==> config.mk <==
export PLATFORM = sky130hd
export DESIGN_NAME = cmm_dbl_stage
export DESIGN_NICKNAME = d
export VERILOG_FILES = /design/src/rtl/core/constant_modular_multiplier_macros.svh /design/src/rtl/core/cmm_pkg.sv /design/src/rtl/core/cmm_dbl_stage.sv
export SDC_FILE = /design/constraint.sdc
export NUM_CORES = 1
export LEC_CHECK = 0
export BUFFER_PORTS_ARGS = -buffer_cell sky130_fd_sc_hd__buf_4
export CORE_MARGIN = 8
export CORE_UTILIZATION = 44
export DETAILED_ROUTE_END_ITERATION = 8
export HOLD_SLACK_MARGIN = 0.15
export PLACE_DENSITY = 0.77
export SYNTH_ARGS = -nofsm -noshare
export SYNTH_HDL_FRONTEND = slang
export SYNTH_SLANG_ARGS = --single-unit
==> constraint.sdc <==
create_clock -name clk -period 3.2 [get_ports clk]
set_input_delay 0.8 -clock clk [delete_from_list [all_inputs] [get_ports clk]]
set_output_delay 0.8 -clock clk [all_outputs]
set_load 0.02 [all_outputs]
==> src/rtl/core/constant_modular_multiplier_macros.svh <==
// Assertion macros used by the constant modular multiplier top level.
// Plain text macros only; no package or module dependencies.
`ifndef CONSTANT_MODULAR_MULTIPLIER_MACROS_SVH
`define CONSTANT_MODULAR_MULTIPLIER_MACROS_SVH

// Same-cycle implication, checked outside reset.
`define CMM_ASSERT_IMPLY(lbl, clk, rst_n, ante, cons) \
  lbl: assert property (@(posedge clk) disable iff (!rst_n) (ante) |-> (cons)) \
    else $error("cmm assertion failed: same-cycle implication");

// Next-cycle implication, checked outside reset.
`define CMM_ASSERT_NEXT(lbl, clk, rst_n, ante, cons) \
  lbl: assert property (@(posedge clk) disable iff (!rst_n) (ante) |=> (cons)) \
    else $error("cmm assertion failed: next-cycle implication");

`endif

==> src/rtl/core/cmm_pkg.sv <==
// Package for the constant modular multiplier: default width, register
// indexes and register reset values. No dependencies.
`default_nettype none

package cmm_pkg;

  localparam int DEFAULT_WIDTH = 32;

  // Configuration register indexes
  localparam int CFG_IDX_W = 1;
  localparam logic [CFG_IDX_W-1:0] REG_MULTIPLIER = 1'd0;
  localparam logic [CFG_IDX_W-1:0] REG_MODULUS    = 1'd1;

  // Reset values, truncated to the configured width where they are used
  localparam logic [63:0] RST_MULTIPLIER = 64'd1;
  localparam logic [63:0] RST_MODULUS    = 64'h0000_0000_FFFF_FFFF;

endpackage

`default_nettype wire

==> src/rtl/core/cmm_dbl_stage.sv <==
// One doubling stage of the multiplier pipeline: acc <- 2*acc mod N.
// Uses cmm_pkg for the default width.
`default_nettype none

module cmm_dbl_stage #(
  parameter int WIDTH = cmm_pkg::DEFAULT_WIDTH
) (
  input  wire logic             clk,
  input  wire logic             rst_n,
  input  wire logic             en,
  input  wire logic [WIDTH-1:0] modulus,
  input  wire logic             vld_i,
  input  wire logic [WIDTH-1:0] acc_i,
  input  wire logic [WIDTH-1:0] y_i,
  output logic                  vld_o,
  output logic      [WIDTH-1:0] acc_o,
  output logic      [WIDTH-1:0] y_o
);

  logic             vld_r;
  logic [WIDTH-1:0] acc_r;
  logic [WIDTH-1:0] y_r;
  logic [WIDTH-1:0] acc_nxt;
  logic [WIDTH:0]   dbl;
  logic [WIDTH+1:0] diff;

  // Form 2*acc in WIDTH+1 bits; subtract N once when no borrow results
  always_comb begin
    dbl     = {acc_i, 1'b0};
    diff    = {1'b0, dbl} - {2'b00, modulus};
    acc_nxt = diff[WIDTH+1] ? dbl[WIDTH-1:0] : diff[WIDTH-1:0];
  end

  always_ff @(posedge clk) begin
    if (!rst_n) begin
      vld_r <= 1'b0;
    end else if (en) begin
      vld_r <= vld_i;
    end
  end

  always_ff @(posedge clk) begin
    if (en) begin
      acc_r <= acc_nxt;
      y_r   <= y_i;
    end
  end

  assign vld_o = vld_r;
  assign acc_o = acc_r;
  assign y_o   = y_r;

endmodule

`default_nettype wire

## Yosys cells after proc, flatten, opt, wreduce, memory -nomap -nowiden

Index checks and enable logic that the tools add are counted.
Widths: inputs -> output; s select.

- Register bits after elaboration: 65
- Bits of input ports: 100
- Output and inout port bits: 65

- $add $sub $neg: 1
- Mux-type cells: 1

Operator list:

| kind | number |
|---|---|
| $sub 33x32->34 | 1 |
| $mux 32 | 1 |

## Longest topological paths before layout

- Depth after elaboration: 2
- Gate-level depth with buffers: 14

## Worst setup path after synthesis

Ideal clock, no wire load.

- Path kind: input -> register
- From: input modulus[0]
- To: register acc_r[26], in the netlist acc_o[26], data pin
- Library setup time: 0.258 ns
- Data arrival time: 3.129 ns
- Path slack: -0.187 ns
- Stages: 11
- Path buffers: 0
- Cell sequence: inv_1 fa_1 a211oi_2 o21a_2 a21oi_2 a2111oi_4 nor2_1 a311o_1 a311oi_2 xor2_1 o21ai_1

- Longest elaborated chain between the ends: 2

RTL lines:

| item | RTL line | source |
|---|---|---|
| start, declared | cmm_dbl_stage.sv:11 | `input wire logic [WIDTH-1:0] modulus,` |
| $sub 33x32->34 | cmm_dbl_stage.sv:30 | `diff = {1'b0, dbl} - {2'b00, modulus};` |
| $mux 32 | cmm_dbl_stage.sv:31 | `acc_nxt = diff[WIDTH+1] ? dbl[WIDTH-1:0] : diff[WIDTH-1:0];` |
| net acc_nxt[26] | cmm_dbl_stage.sv:23 | `logic [WIDTH-1:0] acc_nxt;` |
| end signal, assigned | cmm_dbl_stage.sv:44 | `acc_r <= acc_nxt;` |
| end, declared | cmm_dbl_stage.sv:21 | `logic [WIDTH-1:0] acc_r;` |

The timed path passes the listed nets, and every way through them passes these cells.
A chain may end at the register's enable or synchronous reset.

## Worst setup path after layout

- From: input modulus[24]
- To: register acc_r[31], in the netlist acc_o[31], data pin

The elaborated chain is that of the path after synthesis.

==> impl_results.md <==
* Status: finished clean
* Clock transition at path regs at 0.07 ns
* Top Ports at 165
* Cells on worst reg2reg path at 2
* Total track usage at 0.2000
* Max clock buf depth at 2
* Post-synth net total at 533
* Max Slew Vio Count at 0
* Diode count at 0
* Final Cell Area at 6057 sq um
* Crit path top cell by count: a21o_1
* Standard-cell rows at 35
* Peak supply drop at 174.5 uV
* Hold Startpoint: vld_o$_SDFFE_PN0P_
* Origin of the worst setup path: modulus[24]
* Required @ worst endpoint at 3.29 ns
* Fraction of layout cells with a size suffix above 1 at 0.4013
* Post-route ant nets at 0
* Min Tclk post-route at 3.071 ns
* Ys async rst share at 0
* Reg2reg start: vld_o$_SDFFE_PN0P_
* Top_reg_cell synth: edfxtp_1
* Die area at 12640 sq um
* Post-route setup slack at 0.1295 ns
* Top area cells in the synthesized netlist: edfxtp_1 (47%), ha_1 (9.5%), a21oi_1 (4.4%)
* Worst-path cell chain: buf_4, inv_1, ha_1, a21o_1, a21o_1, a21o_1, a21o_1, a2111oi_0, o21ai_0, a31oi_1, xor2_1, a21oi_1
* Total number of vias at 3931
* DRT iter0 DRCs at 238
* Distinct cells, synth at 54
* Max Fclk at 325.7 MHz
* RSZ-0062 raised after global routing: false
* P_leak at 2.872 nW
* Critical Path AT at 3.16 ns
* Chip width at 112.4 um
* Worst path buffer plus inverter count at 2
* Critical path fanouts, max at 2
* Core area at 9109 sq um
* Clk_lat worst skew at 0.33 ns
* Final WL at 12.80 mm
* Die H at 112.4 um
* Drt first pass iters at 5
* Mapped Area at 4090 sq um
* Slew HR at 0.4460
* Setup violations, final at 0
* Dpl cells at 723
* Synth Warn # at 0
* Setup CP Type: input port to flop
* Sum of negative setup slack at 0 ns
* Worst Max-Slew Pin Slew at 0.8311 ns
* Largest net degree at the start of global routing at 66
* Critical path's slowest cell: a2111oi_0
* Initial core utilization at 0.4490
* Vias in the first global route at 4093
* Final non-filler cell total at 739
* Sequential element share of the synthesized area at 0.4748
* CTS tree: done
* Crit. End Element: flop
* Antenna violations before repair at 0
* HP Class: flop to flop
* CP top delay family: compound AO/OA/AOI/OAI gates
* CP max stage delay at 0.49 ns
* NumNets Final at 756
* Post-synth EDFFs at 64
* CTS buffer count at 9
* Post-synth top cells: edfxtp_1 (64), nor2_1 (42), nand2_1 (37)
* H-tree levels at 3
* Yosys top cell area share at 0.4699
* Fin crit share at 0.9595
* Gr ovfl total at 0
* Top-count cell post-synth: edfxtp_1
* Max-Cap Viols at 0
* Worst setup SP type: input port
* Port bufs at 164
* Dpl cell area at 5843 sq um
* Layout area overhead at 48.09%
* Hold path cells at 2
* Vias per cell at 5.319
* Flops & latches, synth at 65
* Wire length per cell at 17.32 um
* Largest area contributor in the netlist: edfxtp_1
* PD cells at 439.0 nW/um^2
* CTS Sinks at 65
* Global-route wire length before repair at 20.29 mm
* GP Congestion at 1.000
* Avg Cell Area, Syn at 10.20 sq um
* Setup WS pre-CTS at -0.2546 ns
* Root Buffer: clkbuf_8
* Hpwl dp at 10.45 mm
* Residual DRC at 0
* Clock Skew at 0 ns
* Hold Vio Cnt, Final at 0
* Critical path depth at 12
* Mapped Cells at 401
==> worst register-to-register path: stages, from the launching register on <==
cell     delay (ns)
dfxtp_1        0.35
mux2i_1        0.07
nor2b_1        0.14
==> path summary, 6_finish.rpt <==
kind	to	slack (ns)
setup / recovery	acc_o[31]$_DFFE_PP_	0.13
hold / removal	vld_o$_SDFFE_PN0P_	0.55
setup reg to reg	vld_o$_SDFFE_PN0P_	2.58
hold reg to reg	vld_o$_SDFFE_PN0P_	0.55
==> stage by stage <==
step                      power (mW)  hold slack [ns]    util
after detailed placement       2.080           0.5449  0.6415
final                          2.659           0.5504  0.6650
after floorplan                1.617           0.5893       -
after global routing           2.796           0.6022  0.6650
after CTS                      2.666           0.5557  0.6591
after global placement         2.057           0.5233  0.6415
==> cell usage in the layout (no fill, tap or decap), drive strengths merged, types with 5 or more instances in the layout <==
cell type,netlist,final
a21o,13,13
a21oi,38,38
and3,7,7
buf,7,221
clkbuf,2,9
clkinv,0,5
edfxtp,64,64
ha,31,31
inv,35,35
nand2,37,37
nand2b,5,5
nand3,7,7
nor2,42,42
o21a,8,8
o21ai,23,23
xnor2,9,9
xor2,17,17
==> state kept, by name (all words and copies together) (netlist names) <==
signal,cells
y_o,32
acc_o,32
vld_o,1
==> area by class of cell <==
type / count / area (sq um)
multi-input combinational: 292 / 2026
inverter: 35 / 131.4
clock inverter: 6 / 36.28
tap: 111 / 138.9
fill: 728 / 3052
sequential: 65 / 1942
timing repair buffer: 221 / 1659
clock buffer: 9 / 123.9
==> logic make-up (layout without fill, tap and decap cells) <==
logic type / count (synthesis) / count (layout) / share of synthesized area
AND/OR/NAND/NOR: 113 / 113 / 0.1245
flip-flops: 65 / 65 / 0.4748
AO/OA/AOI/OAI: 117 / 117 / 0.1915
XOR/XNOR: 26 / 26 / 0.05567
multiplexers: 4 / 4 / 0.01009
buffers and inverters: 44 / 271 / 0.04374
adder cells (fa/ha/maj): 32 / 32 / 0.09972
==> report_power, final <==
group          switching [mW]  internal, mW  total [mW]  leakage (nW)
sequential             0.0309          1.06        1.09         0.635
combinational           0.517         0.465       0.982          2.15
clock                   0.310         0.272       0.582        0.0846
total                   0.858          1.80        2.66          2.87
==> timing repair <==
action | 4_1_cts | 5_1_grt
hold buffers | 0 | 0
buffers inserted | 0 | 1
setup endpoints to repair | 0 | 14
gates resized for setup | 0 | 8
==> per-layer routing <==
metal  up-vias  share of wire  global-route usage
met5         -              0                   0
met4         0          0.018             0.07014
met3        23          0.076             0.05797
met2       173           0.51              0.3573
met1      1824           0.40              0.2216
li1       1911              -                   -
(Power assumes the default switching activity.)
