File: src/rtl/core/constant_modular_multiplier_macros.svh
// Assertion macros used by the constant modular multiplier top level.
// Plain text macros only; no package or module dependencies.
`ifndef CONSTANT_MODULAR_MULTIPLIER_MACROS_SVH
`define CONSTANT_MODULAR_MULTIPLIER_MACROS_SVH

// Same-cycle implication, checked outside reset.
`define CMM_ASSERT_IMPLY(lbl, clk, rst_n, ante, cons) \
  lbl: assert property (@(posedge clk) disable iff (!rst_n) (ante) |-> (cons)) \
    else $error("cmm assertion failed: same-cycle implication");

// Next-cycle implication, checked outside reset.
`define CMM_ASSERT_NEXT(lbl, clk, rst_n, ante, cons) \
  lbl: assert property (@(posedge clk) disable iff (!rst_n) (ante) |=> (cons)) \
    else $error("cmm assertion failed: next-cycle implication");

`endif

File: src/rtl/core/cmm_pkg.sv
// Package for the constant modular multiplier: default width, register
// indexes and register reset values. No dependencies.
`default_nettype none

package cmm_pkg;

  localparam int DEFAULT_WIDTH = 32;

  // Configuration register indexes
  localparam int CFG_IDX_W = 1;
  localparam logic [CFG_IDX_W-1:0] REG_MULTIPLIER = 1'd0;
  localparam logic [CFG_IDX_W-1:0] REG_MODULUS    = 1'd1;

  // Reset values, truncated to the configured width where they are used
  localparam logic [63:0] RST_MULTIPLIER = 64'd1;
  localparam logic [63:0] RST_MODULUS    = 64'h0000_0000_FFFF_FFFF;

endpackage

`default_nettype wire

File: src/rtl/core/cmm_add_stage.sv
// One conditional add stage of the multiplier pipeline: acc <- acc+y mod N
// when the scanned multiplier bit is set. Uses cmm_pkg for the default width.
`default_nettype none

module cmm_add_stage #(
  parameter int WIDTH = cmm_pkg::DEFAULT_WIDTH
) (
  input  wire logic             clk,
  input  wire logic             rst_n,
  input  wire logic             en,
  input  wire logic [WIDTH-1:0] modulus,
  input  wire logic             bit_set,
  input  wire logic             vld_i,
  input  wire logic [WIDTH-1:0] acc_i,
  input  wire logic [WIDTH-1:0] y_i,
  output logic                  vld_o,
  output logic      [WIDTH-1:0] acc_o,
  output logic      [WIDTH-1:0] y_o
);

  logic             vld_r;
  logic [WIDTH-1:0] acc_r;
  logic [WIDTH-1:0] y_r;
  logic [WIDTH-1:0] acc_nxt;
  logic [WIDTH:0]   sum;
  logic [WIDTH+1:0] diff;

  // Sum in WIDTH+1 bits; subtract N once when no borrow results
  always_comb begin
    sum  = {1'b0, acc_i} + {1'b0, y_i};
    diff = {1'b0, sum} - {2'b00, modulus};
    if (bit_set) begin
      acc_nxt = diff[WIDTH+1] ? sum[WIDTH-1:0] : diff[WIDTH-1:0];
    end else begin
      acc_nxt = acc_i;
    end
  end

  always_ff @(posedge clk) begin
    if (!rst_n) begin
      vld_r <= 1'b0;
    end else if (en) begin
      vld_r <= vld_i;
    end
  end

  always_ff @(posedge clk) begin
    if (en) begin
      acc_r <= acc_nxt;
      y_r   <= y_i;
    end
  end

  assign vld_o = vld_r;
  assign acc_o = acc_r;
  assign y_o   = y_r;

endmodule

`default_nettype wire

File: config.mk
export PLATFORM = sky130hd
export DESIGN_NAME = cmm_add_stage
export DESIGN_NICKNAME = d
export VERILOG_FILES = /design/src/rtl/core/constant_modular_multiplier_macros.svh /design/src/rtl/core/cmm_pkg.sv /design/src/rtl/core/cmm_add_stage.sv
export SDC_FILE = /design/constraint.sdc
export NUM_CORES = 1
export LEC_CHECK = 0
export BUFFER_PORTS_ARGS = -buffer_cell sky130_fd_sc_hd__buf_4
export CORE_MARGIN = 5
export CORE_UTILIZATION = 54
export DETAILED_ROUTE_END_ITERATION = 7
export PLACE_DENSITY = 0.82
export SLEW_MARGIN = 20
export SYNTH_ARGS = -nofsm -noshare
export SYNTH_HDL_FRONTEND = slang
export SYNTH_SLANG_ARGS = --single-unit
export TNS_END_PERCENT = 30
File: constraint.sdc
create_clock -name clk -period 5.9 [get_ports clk]
set_input_delay 0.295 -clock clk [delete_from_list [all_inputs] [get_ports clk]]
set_output_delay 0.295 -clock clk [all_outputs]
set_load 0.02 [all_outputs]
Word-level counts from Yosys, hierarchy flattened
Index checks and enable logic that the tools add are counted.
Storage, ports and cells
  input port bits: 101
  bits in registers: 65
  logic and storage cells: 7
Cells by class
  add/subtract/negate cells: 2
  mux-type cells: 2
Operator list (number)
  32-bit two-way mux: 2
  33-bit by 32-bit subtractor with 34-bit output: 1
  32-bit by 32-bit adder with 33-bit output: 1

Longest topological paths before layout
  depth after elaboration: 4
  gate-level depth with buffers: 21
  depth with buffers taken out: 19

Least setup slack after synthesis
Ideal clock, no wire load.
  path type: input to register
  start point: input acc_i[2]
  end point: register acc_r[31], in the netlist acc_o[31] (data pin)
  setup time: 0.268 ns
  data arrival time: 4.298 ns
  setup slack: 1.334 ns
  required time: 5.632 ns
  path buffers: 2
  stages: 19
  cells stage by stage: ha_1 -> o211a_1 -> o21a_1 -> o41a_1 -> a31o_2 -> a31oi_1 -> mux2_2 -> a211oi_1 -> ha_1 -> a21o_1 -> a21oi_1 -> o21ai_0 -> nand2_1 -> a2111oi_1 -> a211oi_4 -> buf_6 -> buf_4 -> a31oi_1 -> o211ai_1
On the way
  longest elaborated chain between the ends: 4
RTL lines
  start: declaration: RTL line cmm_add_stage.sv:14  | input wire logic [WIDTH-1:0] acc_i,
  32-bit by 32-bit adder with 33-bit output (*): RTL line cmm_add_stage.sv:30  | sum = {1'b0, acc_i} + {1'b0, y_i};
  33-bit by 32-bit subtractor with 34-bit output: RTL line cmm_add_stage.sv:31  | diff = {1'b0, sum} - {2'b00, modulus};
  32-bit two-way mux (*): RTL line cmm_add_stage.sv:33  | acc_nxt = diff[WIDTH+1] ? sum[WIDTH-1:0] : diff[WIDTH-1:0];
  32-bit two-way mux (*): RTL line cmm_add_stage.sv:32  | if (bit_set) begin
  via acc_nxt[31]: RTL line cmm_add_stage.sv:24  | logic [WIDTH-1:0] acc_nxt;
  end signal: assignment: RTL line cmm_add_stage.sv:49  | acc_r <= acc_nxt;
  end: declaration: RTL line cmm_add_stage.sv:22  | logic [WIDTH-1:0] acc_r;
Mark *: on every way through the listed nets, which the timed path passes. The rest lies on a longest branch.
A chain may end at the register's enable or synchronous reset.

Worst setup path in the final report
  start point: input acc_i[0]
  end point: register acc_r[11], in the netlist acc_o[11] (data pin)
Same word-level chain as after synthesis.

==> reports/metrics.yaml <==
status:
  run_status: "finished clean"
logic_synthesis:
  synth_fp_nets: 841
  post-synth-top-area-fraction_pct: 31.85
  synth.yosys.seq_area_share_pct: 32.19
  yosys-top-cells-area: "sky130_fd_sc_hd__edfxtp_1, sky130_fd_sc_hd__ha_1, sky130_fd_sc_hd__a21oi_1, sky130_fd_sc_hd__a21o_1, sky130_fd_sc_hd__xnor2_1"
  postSynthCellCount: 674
  post_synth_edffs: 64
  postSynthAreaPerCell_um2: 8.951
  netlist_area_before_placement_um2: 6033
  yosys.area.top_type: "sky130_fd_sc_hd__edfxtp_1"
  ys_async_sr_fraction_pct: 0
  synthesis.yosys.warnings: 0
  synth.distinct_cells: 64
  synth_flop_cell: "sky130_fd_sc_hd__edfxtp_1"
  number_of_synthesized_register_bits: 65
global_route:
  grt.total_usage_pct: 26.72
  grt_pass1_vias: 5754
  grt-ovfl-total: 0
  grt_first_pass_wirelength_um: 28480
  grt_start_max_net_pins: 66
  initial_antenna_violation_count: 0
clock_tree:
  cts_inserted_buffers: 9
  h-tree-depth: 3
  clk-insertion-delay-late_ns: 0.35
  cts_root_buf: "sky130_fd_sc_hd__clkbuf_8"
  worst_setup_hold_path_clk_slew_ns: 0.08
  cts_setup_buffers: 0
  clock-sinks: 65
  number_of_buffers_on_the_longest_clock_path: 2
  ctsHoldBuffers: 0
  post_cts_resize_count: 0
  cts_tree: "built"
pwr:
  max-vdd-ir-drop_mv: 0.1670
  leakage_uw: 0.003503
  powerDensity_nw_per_um2: 282.8
setup_path:
  worst_setup_path_start_kind: "input port"
  critical-path-max-stage-delay_ns: 0.56
  timing.critical_path.slowest_stage_cell: "sky130_fd_sc_hd__a2111oi_0"
  r2r_slack_ns: 5.29
  critical_path.cell_chain: "buf_4 -> ha_1 -> fa_1 -> a21o_1 -> a221oi_2 -> a221oi_2 -> nor4_4 -> o21ai_0 -> a21oi_1 -> xnor2_1 -> ha_1 -> a21oi_1 -> nor2b_1 -> a2111oi_0 -> o221ai_1 -> a211oi_4 -> buf_4 -> nor2_1 -> a21oi_1 -> a21oi_1"
  critical_path.endpoint_type: "register"
  worst-setup-path-type: "input port to register"
  crit_top_cell: "sky130_fd_sc_hd__a21oi_1"
  worstPathArrival_ns: 5.35
  critPathMaxFanout: 28
  critPathRequiredTime_ns: 5.98
sta:
  hold_viol: 0
  final_period_minus_worst_setup_slack_ns: 5.275
  setup_viol: 0
  slew_viol_final: 0
  grt_setup_unrepaired: "false"
  timing.max_slew.rel_slack_pct: 40.54
  tns_ns: 0
  finClkSkew_ns: 0
  fmax_mhz: 189.6
  min_period_over_period_pct: 89.41
  worst_pin_slew_ns: 0.8919
final_layout:
  fin_util_pct: 68.94
  mostFrequentLayoutCell: "sky130_fd_sc_hd__buf_4"
  leading_cell_types_in_the_layout_fill_and_taps_excluded: "sky130_fd_sc_hd__buf_4, sky130_fd_sc_hd__a21oi_1, sky130_fd_sc_hd__ha_1, sky130_fd_sc_hd__edfxtp_1, sky130_fd_sc_hd__nor2_1"
  finalNetCount: 992
  final_cell_count_no_fill: 970
  area.growth.synth_to_final_pct: 24.41
  drive_gt1_share_pct: 23.86
  insertedDiodeCount: 0
drt:
  post_detailed_route_drc_marker_count: 0
  drt_first_iter_violations: 456
  route.vias.total: 5722
  drt.antenna.violating_nets: 0
  via_density_per_instance: 5.899
  dr.pass1.iters: 5
  avgRoutedWirePerCell_um: 18.43
  finalWirelength_um: 17880
floorplanning:
  pin_count: 166
  design.core.area_um2: 10890
  row_cnt: 38
  initial_utilization_pct: 55.41
  die_boundary_height_um: 115.7
  design.die.area_um2: 13390
  dieWidth_um: 115.7
flow_run:
  timing.max_cap.violations: 0
place:
  dp_hpwl_um: 13990
  io_buffers: 165
  finalWeightedCongestion: 0.8669
  placed_cells: 954
hold_path:
  hp-class: "input port to register"
## power by group
group          switching, uW  leakage (uW)  internal, uW
clock network            204     0.0000730           151
logic                    674       0.00280           483
registers               21.4      0.000635           589
## routing by layer
metal  up-vias  global-route usage (%)  part of all wire (%)
met3        25                   4.491                   6.9
met4         0                   6.032                   1.4
met1      2695                   35.26                    43
met5         -                       0                     0
li1       2799                       -                     -
met2       203                   46.22                    48
## cells by family after synthesis
family / Yosys count / synth area share, %
flops: 65 / 32.19
xor+xnor: 48 / 6.968
fa+ha+maj: 66 / 13.94
buf+inv: 74 / 5.143
mux: 12 / 2.032
compound gates: 229 / 25.34
simple gates: 180 / 14.39
## per-stage QoR
stage / instance area [um2] / setup WS [ns] / hold WS (ns) / total power (uW)
finish: 7506 / 0.6246 / 0.1168 / 2123
global placement: 7336 / 0.4562 / 0.4849 / 1745
CTS: 7506 / 0.6524 / 0.1063 / 2120
detailed placement: 7336 / 0.3162 / 0.4854 / 1763
floorplan: 6033 / 1.334 / 0.3939 / 1426
global route: 7506 / 0.3858 / 0.1063 / 2264
## worst max-delay path, delay by kind of cell
kind | cells | cell delay, ns
compound gates | 11 | 2.89
xor+xnor | 1 | 0.20
fa+ha+maj | 3 | 1.01
buf+inv | 2 | 0.48
simple gates | 3 | 0.45
## registers in the layout, summed over array words and instances, names as in the netlist
register,count
y_o,32
vld_o,1
acc_o,32
## final cells by class
cell class | instances | area, um2
Inverter | 45 | 168.9
Tap cell | 140 | 175.2
Sequential cell | 65 | 1942
Fill cell | 868 | 3382
Clock inverter | 7 | 46.29
Clock buffer | 9 | 123.9
Timing Repair Buffer | 169 | 1269
Multi-Input combinational cell | 535 | 3781
## Yosys cell counts (all sizes together) (2+ instances only)
cell type	instances
a21oi	79
edfxtp	64
ha	64
nor2	54
nand2	47
inv	45
a21o	34
o21ai	33
xnor2	28
nand3	22
a31oi	20
xor2	20
clkbuf	19
and3	13
o21a	11
buf	10
mux2i	10
nor2b	9
a211oi	7
nand2b	6
nand4	6
nor3	6
and2	5
o21bai	5
a21boi	4
o31a	4
a2111oi	3
a221oi	3
a41oi	3
o22a	3
or3	3
fa	2
mux2	2
nand4b	2
nor4	2
o2111ai	2
o211a	2
o221ai	2
o22ai	2
o31ai	2
or2	2
or4	2
## worst paths after layout
kind,cells past startpoint,end,startpoint
worst max-delay path,20,acc_o[11],acc_i[0]
worst min register to register,2,vld_o,vld_o
worst min-delay path,1,y_o[9],y_i[9]
worst max register to register,2,vld_o,vld_o
No activity file was read; power rests on OpenSTA's default activity.
